## config.mk

```make
export PLATFORM = sky130hd
export DESIGN_NAME = rank_with_ties_core
export DESIGN_NICKNAME = d
export VERILOG_FILES = /design/src/design/rwt_pkg.sv /design/src/design/rwt_tally.sv /design/src/design/rank_with_ties_core.sv
export VERILOG_INCLUDE_DIRS = /design/src /design/src/design
export SDC_FILE = /design/constraint.sdc
export NUM_CORES = 2
export LEC_CHECK = 0
export BUFFER_PORTS_ARGS = -buffer_cell sky130_fd_sc_hd__buf_2
export CORE_MARGIN = 3
export CORE_UTILIZATION = 63
export DETAILED_ROUTE_END_ITERATION = 8
export PLACE_DENSITY = 0.81
export SLEW_MARGIN = 25
export SYNTH_ARGS = -nofsm -noshare
export SYNTH_HDL_FRONTEND = slang
export SYNTH_HIERARCHICAL = 1
export SYNTH_SLANG_ARGS = --single-unit
export TNS_END_PERCENT = 5
```

## constraint.sdc

```tcl
create_clock -name clk -period 5.22 [get_ports clk]
set_input_delay 0.522 -clock clk [delete_from_list [all_inputs] [get_ports clk]]
set_output_delay 0.522 -clock clk [all_outputs]
set_load 0.02 [all_outputs]
```

## src/design/rank_with_ties_core_defines.svh

```systemverilog
// assertion macros for the rank_with_ties_core block
// used by rank_with_ties_core.sv, expects clk and rst in scope
`ifndef RANK_WITH_TIES_CORE_DEFINES_SVH
`define RANK_WITH_TIES_CORE_DEFINES_SVH

// same-cycle implication
`define RWT_ASSERT(lbl, ante, cons, msg) \
  lbl: assert property (@(posedge clk) disable iff (rst) (ante) |-> (cons)) else $error(msg);

// next-cycle implication
`define RWT_ASSERT_NEXT(lbl, ante, cons, msg) \
  lbl: assert property (@(posedge clk) disable iff (rst) (ante) |=> (cons)) else $error(msg);

`endif

```

## src/design/rwt_pkg.sv

```systemverilog
// shared types and constants for the rank_with_ties_core block
// no dependencies
`timescale 1ns / 1ps

package rwt_pkg;

  localparam int RANK_W = 8;
  localparam int POS_W  = 6;
  localparam int TIE_W  = 2;

  typedef logic [TIE_W-1:0] tie_t;

  localparam tie_t TIE_AVG   = 2'd0;
  localparam tie_t TIE_MIN   = 2'd1;
  localparam tie_t TIE_DENSE = 2'd2;

  typedef struct packed {
    logic clr;
    logic en;
    logic first;
  } rwt_tally_ctl_t;

endpackage

```

## src/design/rwt_tally.sv

```systemverilog
// compare and count unit: tallies larger, equal and distinct larger keys
// against a reference key and forms the doubled rank; uses rwt_pkg
`timescale 1ns / 1ps

module rwt_tally #(
  parameter int VALUE_BITS = 32,
  parameter int CNT_W      = 7
) (
  input  logic                       clk,
  input  rwt_pkg::rwt_tally_ctl_t    ctl,
  input  logic [VALUE_BITS-1:0]      ref_key,
  input  logic [VALUE_BITS-1:0]      cmp_key,
  input  rwt_pkg::tie_t              method,
  output logic [rwt_pkg::RANK_W-1:0] rank
);

  logic [CNT_W-1:0] greater;
  logic [CNT_W-1:0] equal;
  logic [CNT_W-1:0] distinct;

  always_ff @(posedge clk) begin
    if (ctl.clr) begin
      greater  <= '0;
      equal    <= '0;
      distinct <= '0;
    end else if (ctl.en) begin
      if (cmp_key > ref_key) begin
        greater <= greater + CNT_W'(1);
        if (ctl.first) begin
          distinct <= distinct + CNT_W'(1);
        end
      end else if (cmp_key == ref_key) begin
        equal <= equal + CNT_W'(1);
      end
    end
  end

  logic [rwt_pkg::RANK_W-1:0] g_r;
  logic [rwt_pkg::RANK_W-1:0] e_r;
  logic [rwt_pkg::RANK_W-1:0] d_r;

  assign g_r = rwt_pkg::RANK_W'(greater);
  assign e_r = rwt_pkg::RANK_W'(equal);
  assign d_r = rwt_pkg::RANK_W'(distinct);

  always_comb begin
    case (method)
      rwt_pkg::TIE_MIN:   rank = (g_r + rwt_pkg::RANK_W'(1)) << 1;
      rwt_pkg::TIE_DENSE: rank = (d_r + rwt_pkg::RANK_W'(1)) << 1;
      default:            rank = g_r + g_r + e_r + rwt_pkg::RANK_W'(1);
    endcase
  end

endmodule

```

## src/design/rank_with_ties_core.sv

```systemverilog
// rank_with_ties_core: stores a set of signed values, ranks them with ties
// uses rwt_pkg, rwt_tally and rank_with_ties_core_defines.svh
//
//   channel   handshake                  payload
//   sample    sample_valid/sample_stall  sample_value, is_final
//   rank      rank_valid/rank_stall      position, rank_doubled, dropped_items, end_of_run
//   config    cfg_wr_en                  cfg_wr_data (tie_method)
//
// loading takes one cycle per word; the final word of a set of n starts ranking
// ranking: a duplicate pass marks repeated keys, a rank pass tallies each word against
// the set, then result words go out; both passes share the single value memory read port
// sample_stall is high from the final word until the last result word is taken
// rank_stall holds the current result word; reset clears count, flags and method
`timescale 1ns / 1ps
`include "rank_with_ties_core_defines.svh"

module rank_with_ties_core #(
  parameter int MAX_ITEMS  = 64,
  parameter int VALUE_BITS = 32
) (
  input  logic                       clk,
  input  logic                       rst,
  input  logic                       cfg_wr_en,
  input  rwt_pkg::tie_t              cfg_wr_data,
  input  logic signed [31:0]         sample_value,
  input  logic                       is_final,
  input  logic                       sample_valid,
  output logic                       sample_stall,
  output logic [rwt_pkg::POS_W-1:0]  position,
  output logic [rwt_pkg::RANK_W-1:0] rank_doubled,
  output logic                       dropped_items,
  output logic                       end_of_run,
  output logic                       rank_valid,
  input  logic                       rank_stall
);

  localparam int IW = (MAX_ITEMS > 1) ? $clog2(MAX_ITEMS) : 1;
  localparam int CW = $clog2(MAX_ITEMS + 1);

  typedef enum logic [10:0] {
    S_LOAD  = 11'b00000000001,
    S_FRD   = 11'b00000000010,
    S_FLAT  = 11'b00000000100,
    S_FSCAN = 11'b00000001000,
    S_RRD   = 11'b00000010000,
    S_RLAT  = 11'b00000100000,
    S_RSCAN = 11'b00001000000,
    S_RWR   = 11'b00010000000,
    S_ORD   = 11'b00100000000,
    S_OUT   = 11'b01000000000,
    S_IDLE2 = 11'b10000000000
  } state_t;

  state_t                     state;
  rwt_pkg::tie_t              method;
  logic [CW-1:0]              count;
  logic                       ovf;
  logic [CW-1:0]              oi;
  logic [CW-1:0]              sc;
  logic                       pend;
  logic [VALUE_BITS-1:0]      ref_key;
  logic [VALUE_BITS:0]        val_rd;
  logic [rwt_pkg::RANK_W-1:0] rank_rd;
  logic [rwt_pkg::RANK_W-1:0] tally_rank;

  // top bit of each entry marks the first occurrence of its key
  logic [VALUE_BITS:0]        value_mem [MAX_ITEMS];
  logic [rwt_pkg::RANK_W-1:0] rank_mem  [MAX_ITEMS];

  // order-preserving key
  logic signed [63:0]    sample_ext;
  logic [VALUE_BITS-1:0] key;
  assign sample_ext = 64'(sample_value);
  assign key = {~sample_ext[VALUE_BITS-1], sample_ext[VALUE_BITS-2:0]};

  logic          accept;
  logic          store_ok;
  logic [CW-1:0] n_after;
  assign accept   = sample_valid && !sample_stall;
  assign store_ok = count < CW'(MAX_ITEMS);
  assign n_after  = store_ok ? count + CW'(1) : count;

  logic          scanning;
  logic [CW-1:0] limit;
  logic          issue;
  logic          scan_done;
  logic [IW-1:0] rd_addr;
  logic          dup_hit;
  assign scanning  = (state == S_FSCAN) || (state == S_RSCAN);
  assign limit     = (state == S_FSCAN) ? oi : count;
  assign issue     = scanning && (sc < limit);
  assign scan_done = !issue && !pend;
  assign rd_addr   = scanning ? sc[IW-1:0] : oi[IW-1:0];
  assign dup_hit   = (state == S_FSCAN) && pend && (val_rd[VALUE_BITS-1:0] == ref_key);

  always_ff @(posedge clk) begin
    if (accept && store_ok) begin
      value_mem[count[IW-1:0]] <= {1'b1, key};
    end else if (dup_hit) begin
      value_mem[oi[IW-1:0]] <= {1'b0, ref_key};
    end
    val_rd <= value_mem[rd_addr];
  end

  always_ff @(posedge clk) begin
    if (state == S_RWR) begin
      rank_mem[oi[IW-1:0]] <= tally_rank;
    end
    if (state == S_ORD) begin
      rank_rd <= rank_mem[oi[IW-1:0]];
    end
  end

  rwt_pkg::rwt_tally_ctl_t tally_ctl;
  assign tally_ctl.clr   = (state == S_RLAT);
  assign tally_ctl.en    = (state == S_RSCAN) && pend;
  assign tally_ctl.first = val_rd[VALUE_BITS];

  rwt_tally #(
    .VALUE_BITS (VALUE_BITS),
    .CNT_W      (CW)
  ) u_tally (
    .clk     (clk),
    .ctl     (tally_ctl),
    .ref_key (ref_key),
    .cmp_key (val_rd[VALUE_BITS-1:0]),
    .method  (method),
    .rank    (tally_rank)
  );

  always_ff @(posedge clk) begin
    if (rst) begin
      method <= rwt_pkg::TIE_AVG;
    end else if (cfg_wr_en) begin
      method <= cfg_wr_data;
    end
  end

  // scan pipeline and working registers
  always_ff @(posedge clk) begin
    if (scanning) begin
      pend <= issue;
      sc   <= sc + CW'(issue);
    end else begin
      pend <= 1'b0;
      sc   <= '0;
    end
    if ((state == S_FLAT) || (state == S_RLAT)) begin
      ref_key <= val_rd[VALUE_BITS-1:0];
    end
  end

  always_ff @(posedge clk) begin
    if (rst) begin
      state <= S_LOAD;
      count <= '0;
      ovf   <= 1'b0;
      oi    <= '0;
    end else begin
      unique case (state)
        S_LOAD: begin
          if (accept) begin
            count <= n_after;
            if (!store_ok) begin
              ovf <= 1'b1;
            end
            if (is_final) begin
              if (n_after > CW'(1)) begin
                state <= S_FRD;
                oi    <= CW'(1);
              end else begin
                state <= S_RRD;
                oi    <= '0;
              end
            end
          end
        end
        S_FRD:  state <= S_FLAT;
        S_FLAT: state <= S_FSCAN;
        S_FSCAN: begin
          if (scan_done) begin
            if (oi + CW'(1) == count) begin
              state <= S_RRD;
              oi    <= '0;
            end else begin
              state <= S_FRD;
              oi    <= oi + CW'(1);
            end
          end
        end
        S_RRD:  state <= S_RLAT;
        S_RLAT: state <= S_RSCAN;
        S_RSCAN: begin
          if (scan_done) begin
            state <= S_RWR;
          end
        end
        S_RWR: begin
          if (oi + CW'(1) == count) begin
            state <= S_ORD;
            oi    <= '0;
          end else begin
            state <= S_RRD;
            oi    <= oi + CW'(1);
          end
        end
        S_ORD: state <= S_OUT;
        S_OUT: begin
          if (!rank_stall) begin
            if (end_of_run) begin
              state <= S_LOAD;
              count <= '0;
              ovf   <= 1'b0;
            end else begin
              state <= S_ORD;
              oi    <= oi + CW'(1);
            end
          end
        end
        default: state <= S_LOAD;
      endcase
    end
  end

  assign sample_stall  = (state != S_LOAD);
  assign rank_valid    = (state == S_OUT);
  assign position      = rwt_pkg::POS_W'(oi);
  assign rank_doubled  = rank_rd;
  assign dropped_items = ovf;
  assign end_of_run    = (oi + CW'(1) == count);

  logic                       rank_take;
  logic [rwt_pkg::RANK_W-1:0] rank_cap;
  logic                       rank_ok;
  logic                       load_clean;
  assign rank_take  = rank_valid && !rank_stall;
  assign rank_cap   = rwt_pkg::RANK_W'({count, 1'b0});
  assign rank_ok    = (rank_doubled >= rwt_pkg::RANK_W'(2)) && (rank_doubled <= rank_cap);
  assign load_clean = (count == '0) && !dropped_items && !sample_stall;

  `RWT_ASSERT(a_emit_nonempty, rank_valid, count != '0, "result word with empty set")
  `RWT_ASSERT(a_no_load_in_emit, !sample_stall, !rank_valid, "sample taken while emitting")
  `RWT_ASSERT(a_rank_range, rank_valid, rank_ok, "rank out of range")
  `RWT_ASSERT_NEXT(a_run_closes, rank_take && end_of_run, load_clean, "set not closed")
  `RWT_ASSERT(a_count_cap, 1'b1, count <= CW'(MAX_ITEMS), "stored count beyond capacity")

endmodule

```

# After elaboration in Yosys (flattened, before gate mapping)
# Memories as Yosys holds them, arrays and structs flattened. A register that Yosys moved wholly into a read port is not among the register bits.
# Index checks and enable logic that the tools add are counted.
[word_totals] reg_bits=89 mem_bits_rw=2624 inputBits=40 output_inout_bits=18 n_memories=2
[memory_table] memory="value_mem" words=64 word_bits=33 read_ports=1 rd_ports_with_merged_regs=1 write_ports=1 line_no="rank_with_ties_core.sv:67" text="logic [VALUE_BITS:0] value_mem [MAX_ITEMS];"
[memory_table] memory="rank_mem" words=64 word_bits=8 read_ports=1 rd_ports_with_merged_regs=1 write_ports=1 line_no="rank_with_ties_core.sv:68" text="logic [rwt_pkg::RANK_W-1:0] rank_mem [MAX_ITEMS];"
[classes] addsub=11 order_cmp=4 n_eq_ne=23 mux=41 bitwise_logic=2 n_reduce_logical=22
[ops] operator="$pmux 11 s10" n=1
[ops] operator="$mux 7" n=11
[ops] operator="$mux 11" n=5
[ops] operator="$add 7x1->7 const B" n=7
[ops] operator="$mux 33" n=1
[ops] operator="$reduce_or 33->1" n=1
[ops] operator="$eq 32x32->1" n=1
[ops] operator="$gt 32x32->1" n=1
[ops] operator="$pmux 7 s4" n=1
[ops] operator="$mux 9" n=2
[ops] operator="$ne 2x2->1 const B" n=8
[ops] operator="$pmux 8 s2" n=1
[ops] operator="$pmux 7 s2" n=1
[ops] operator="$mux 1" n=13
[ops] operator="$mux 6" n=2
[ops] operator="$eq 11x1->1 const B" n=1
[ops] operator="$eq 11x10->1 const B" n=1
[ops] operator="$eq 11x2->1 const B" n=1
[ops] operator="$eq 11x3->1 const B" n=1
[ops] operator="$eq 11x4->1 const B" n=1
[ops] operator="$eq 11x5->1 const B" n=1
[ops] operator="$eq 11x6->1 const B" n=1
[ops] operator="$eq 11x7->1 const B" n=1
[ops] operator="$eq 11x8->1 const B" n=1
[ops] operator="other kinds (25)" n=38

# Depth between registers and ports, before layout
[logic_depth] word_depth=8 mapped_depth=16 mapped_depth_nobuf=14

# Modules after synthesis
# The synthesis kept the hierarchy.
[modules_own_cells] mod="rank_with_ties_core" n_inst=1 cells_each=5819 area_per_inst_um2=104556.5 seq_area_each_um2=81358.0
[modules_own_cells] mod="rwt_tally" n_inst=1 cells_each=302 area_per_inst_um2=2343.5 seq_area_each_um2=420.4

# Worst setup path before layout
# OpenSTA, ideal clock, no wires.
[synth_timing] path_type="register to register" startpoint="reg state[4]" endpoint="mem value_mem[4][0] (netlist name), enable pin" setup_time_ns=0.423 t_arrival_ns=4.381 t_required_ns=4.797 setup_slack_ns=0.416 stages_incl_launch_ff=11 n_path_buf=3 synth_period_minus_slack_ns=4.804 cell_sequence="dfxtp_1 clkbuf_1 nor4_1 nand3_1 clkbuf_1 nor2_1 nand4b_1 clkbuf_1 nor2_1 a21oi_1 nor2_1"
[synth_between] elab_chain_len=8 word_cells_on_any_way=15 classes_between="eq/ne (2); mux (7); reduce/logical (6)"
[synth_lines] element="start: declaration" line_no="rank_with_ties_core.sv:54" text="state_t state;"
[synth_lines] element="start signal: assignment" line_no="rank_with_ties_core.sv:155" text="state <= S_LOAD;"
[synth_lines] element="start signal: assignment" line_no="rank_with_ties_core.sv:169" text="state <= S_FRD;"
[synth_lines] element="start signal: assignment" line_no="rank_with_ties_core.sv:172" text="state <= S_RRD;"
[synth_lines] element="$eq 11x4->1 / $ne 11x1->1 (equally long branches)" line_no="rank_with_ties_core.sv:94, rank_with_ties_core.sv:225"
[synth_lines] element="$logic_and 1x1->1 / $logic_not 1->1 (equally long branches)"
[synth_lines] element="$logic_and 1x1->1, on equally long branches" line_no="rank_with_ties_core.sv:94, rank_with_ties_core.sv:79"
[synth_lines] element="$mux 1 / $logic_and 1x1->1 (equally long branches)" line_no="rank_with_ties_core.sv:99, rank_with_ties_core.sv:97"
[synth_lines] element="$mux 1" line_no="rank_with_ties_core.sv:97" text="if (accept && store_ok) begin"
[synth_lines] element="$mux 1 (implied by the code)" line_no="rank_with_ties_core.sv:100" text="value_mem[oi[IW-1:0]] <= {1'b0, ref_key};"
[synth_lines] element="$reduce_or 33->1 (no line)"
[synth_lines] element="$mux 6 (no line) / $mux 1 (equally long branches)"
[synth_lines] element="end: declaration" line_no="rank_with_ties_core.sv:67"
# Several ways; a longest one is shown, not always the timed one.

# Worst setup path after layout
[layout_timing] startpoint="reg state[4]" endpoint="reg val_rd[18], read port of value_mem"
[layout_between] elab_chain_len=3 word_cells_on_any_way=4 classes_between="eq/ne (2); mux (1); reduce/logical (1)"
[layout_lines] element="$eq 11x4->1 / $eq 11x7->1 (equally long branches)" line_no="rank_with_ties_core.sv:89" text="assign scanning = (state == S_FSCAN) || (state == S_RSCAN);"
[layout_lines] element="$logic_or 1x1->1 *" line_no="rank_with_ties_core.sv:89"
[layout_lines] element="$mux 6 *" line_no="rank_with_ties_core.sv:93" text="assign rd_addr = scanning ? sc[IW-1:0] : oi[IW-1:0];"
[layout_lines] element="end: declaration" line_no="rank_with_ties_core.sv:62" text="logic [VALUE_BITS:0] val_rd;"
# Mark *: on every way between the ends. The rest lies on a longest branch, timed or not.
# A chain may end at the register's enable or synchronous reset.

==> summary.md <==
| Metric | Value |
|---|---|
| FP Rows | 150 |
| Port bufs | 57 |
| Max Used Layer | met5 |
| Clock latency on the worst-skew pair | 0.93 ns |
| Met2 routed WL | 136 mm |
| Global placement routability congestion | 0.915 |
| Final Net Count | 6549 |
| Root buf cell | clkbuf_16 |
| Area of the mapped netlist | 0.107 mm² |
| GRT Total Usage | 34.0% |
| RSZ-0062 raised after global routing | no |
| Core box area | 0.168 mm² |
| Slew HR | 22.3% |
| Critical Path, Cell by Cell | or4_1, nor3_4, mux2i_4, buf_12, buf_12, buf_12, buf_12, mux2i_1, o22ai_1, o41ai_2, buf_4, o2111ai_1 |
| First-pass GRT wire length | 428 mm |
| Seq/Total Area, Yosys | 76.5% |
| Top_reg_cell synth | edfxtp_1 |
| Met3 wire length | 40.8 mm |
| Final worst path period need | 5.05 ns |
| Initial antenna violation count | 21 |
| Failing checks | design-rule violations |
| CP max-delay cell | o41ai_2 |
| Share of cells above drive strength 1 | 14.4% |
| Slew Viols, Final | 0 |
| Cells after Synth | 6121 |
| Via/cell ratio | 7.17 |
| Least-Margin Pin Slew | 1.15 ns |
| Hold path depth | 2 |
| Pleak | 45.6 nW |
| Die Span Y | 418 µm |
| Routed Antenna Nets | 0 |
| Max Buffers Root-to-Sink | 4 |
| Synth-to-Final Area Change | 13.2% |
| FILL cells | 9287 |
| Hold Crit Class | in2reg |
| Die area | 0.175 mm² |
| Synth Warn # | 6 |
| Die X | 418 µm |
| DRC viols | 2 |
| Critical path launch point | state[4]$_SDFFE_PP0P_ |
| Pin count of the biggest net entering global routing | 94 |
| Startpoint types | flip-flop |
| Hold Fails Final Rpt | 0 |
| Worst Reg-to-Reg Cells | 12 |
| Max cap viols | 0 |
| Pwr per Cell Area | 392 mW/mm² |
| Critical Path End Type | flip-flop |
| Crit share post-route | 96.7% |
| Placed inst area | 0.113 mm² |
| Post-synth cell types | 76 |
| I/O pins | 58 |
| F_max | 198 MHz |
| FF+latch count, synth | 2753 |
| Final instance area | 0.121 mm² |
| Setup violators final | 0 |
| CTS buffer count | 277 |
| Largest fanout on the critical path | 48 |
| Clk slew on worst S/H paths | 0.06 ns |
| Largest stage delay on the critical path | 0.81 ns |
| Gr ovfl total | 0 |
| Peak supply drop | 477 µV |
| WS Path Type | reg2reg |
| Synth Area per Inst | 17.5 µm² |
| CP arrival | 5.79 ns |
| Clock Sinks | 2753 |
| H-tree Lvls | 5 |
| RR Startpoint | state[4]$_SDFFE_PP0P_ |
| Final TNS setup | 0 ns |
| Effective utilization at floorplan | 63.6% |
| Crit-path most repeated cell | buf_12 |
| Worst hold start | rst |
| Final wirelength | 300 mm |
| Status | finished with violations |
| First-pass DRT Iterations | 9 |
| Number of flops mapped to enable cells by yosys | 2664 |
| Routed WL per cell | 33.9 µm |
| Via count | 63480 |
| Syn Nets | 6215 |
| Vias in the first global route | 62542 |
| DPL Wire Length | 171 mm |
| Worst Clk Skew | 0.0754 ns |
| Starting DRT DRC Count | 10806 |
| CP required | 5.96 ns |
| Ys async rst share | 0% |
| R2R Setup Slk | 0.17 ns |
| Metal-1 WL | 101 mm |
| CTS tree | built |
## critical path: cells and delay by family, from the launching register on
family                 cells  cell delay [ns]
AOI/OAI and AO/OA          3             1.05
DFF                        1             0.40
muxes                      2             0.61
buffers and inverters      5             1.39
and+or+nand+nor            2             1.26
## stage by stage
| stage | worst slack [ns] | utilization, % | std cells | total power, mW | hold WS [ns] |
|---|---|---|---|---|---|
| 2_1_floorplan | 0.416 | - | 6121 | 27.2 | 0.434 |
| 3_3_place_gp | 0.0623 | 66.9 | 8370 | 28.9 | 0.480 |
| 3_5_place_dp | 0.368 | 67.0 | 8374 | 29.0 | 0.508 |
| 4_1_cts | 0.299 | 72.0 | 8846 | 47.4 | 0.00148 |
| 5_1_grt | 0.0712 | 72.0 | 8849 | 48.5 | 0.0250 |
| 6_report | 0.175 | 72.0 | 8856 | 47.5 | 0.0485 |
## synthesized netlist by cell type, types with 53 or more instances
| cell type | count | area, µm² |
|---|---|---|
| a22oi_1 | 150 | 1130 |
| o41ai_1 | 99 | 867 |
| clkbuf_1 | 214 | 803 |
| buf_2 | 100 | 500 |
| nand2_1 | 83 | 312 |
| nor4_1 | 55 | 344 |
| dfxtp_1 | 89 | 1780 |
| edfxtp_1 | 2664 | 80000 |
| mux2i_1 | 1082 | 10800 |
| nor2_1 | 222 | 833 |
| ha_1 | 53 | 663 |
| inv_1 | 57 | 214 |
| a21oi_1 | 98 | 490 |
| mux2_2 | 53 | 597 |
| o22ai_1 | 530 | 3320 |
## area by class of cell
class / count / area (µm²) / share of cell area (%)
sequential: 2753 / 81800 / 67.6
multi-input combinational: 2946 / 24300 / 20.1
clock buffer: 365 / 7490 / 6.19
timing repair buffer: 419 / 3550 / 2.94
tap: 2204 / 2760 / 2.28
clock inverter: 103 / 842 / 0.696
inverter: 58 / 218 / 0.180
antenna: 8 / 20.0 / 0.0165
## kinds of logic after synthesis
family / share of synthesized area [%]
compound gates: 7.16
xor+xnor: 0.541
fa+ha+maj: 0.639
buf+inv: 1.64
flops: 76.5
mux: 10.9
simple gates: 2.60
## routing by layer
layer / up-vias / GRT usage (%)
met5: - / 0
met4: 12 / 21.1
met3: 1203 / 9.38
met2: 5424 / 51.8
met1: 31285 / 43.9
li1: 25556 / -
## report_power, final
| part | internal [mW] | total, mW | switching, mW |
|---|---|---|---|
| Clock | 10.7 | 18.7 | 7.96 |
| Sequential | 24.8 | 25.3 | 0.509 |
| Combinational | 1.02 | 3.46 | 2.44 |
## sequential cells by signal, summed over array words and instances, names as in the netlist, 7 cells and up
register	cells
count	7
u_tally/distinct	7
val_rd	33
state	10
oi	7
value_mem	2112
rank_doubled	8
ref_key	32
u_tally/greater	7
u_tally/equal	7
rank_mem	512
sc	7
## repair_timing
action | in CTS | in global routing
hold buffers | 4 | 0
hold endpoints to repair | 2 | 0
gates resized for setup | 0 | 0
setup buffers | 0 | 0
## worst paths after layout
kind / end
hold / removal: state[6]$_SDFFE_PP0P_
setup / recovery: val_rd[18]$_DFF_P_
setup reg to reg: val_rd[18]$_DFF_P_
hold reg to reg: sc[6]$_SDFF_PP0_
## layout by cell type (no fill, tap or decap), drive strengths merged, types with 11 or more instances in the layout
cell type  synthesis  routed
nor4              56      56
o21ai             37      37
a22oi            150     150
clkinv             1      80
clkbuf           214     365
and2              11      11
nor2             222     222
o22ai            530     530
ha                53      53
bufinv             0      14
buf              150     415
nand3             43      43
dfxtp             89      89
a21oi             98      98
xor2              27      27
and3              18      18
nor3              20      20
inv               57      62
a31oi             16      16
nand4             43      43
nor2b             21      21
nand2             83      83
xnor2             39      39
o2111ai           36      36
a221oi            38      38
o41ai             99      99
nand2b            12      12
mux2              55      55
mux2i           1082    1082
a22o              27      27
edfxtp          2664    2664
Power figures use the tool's default switching activity.
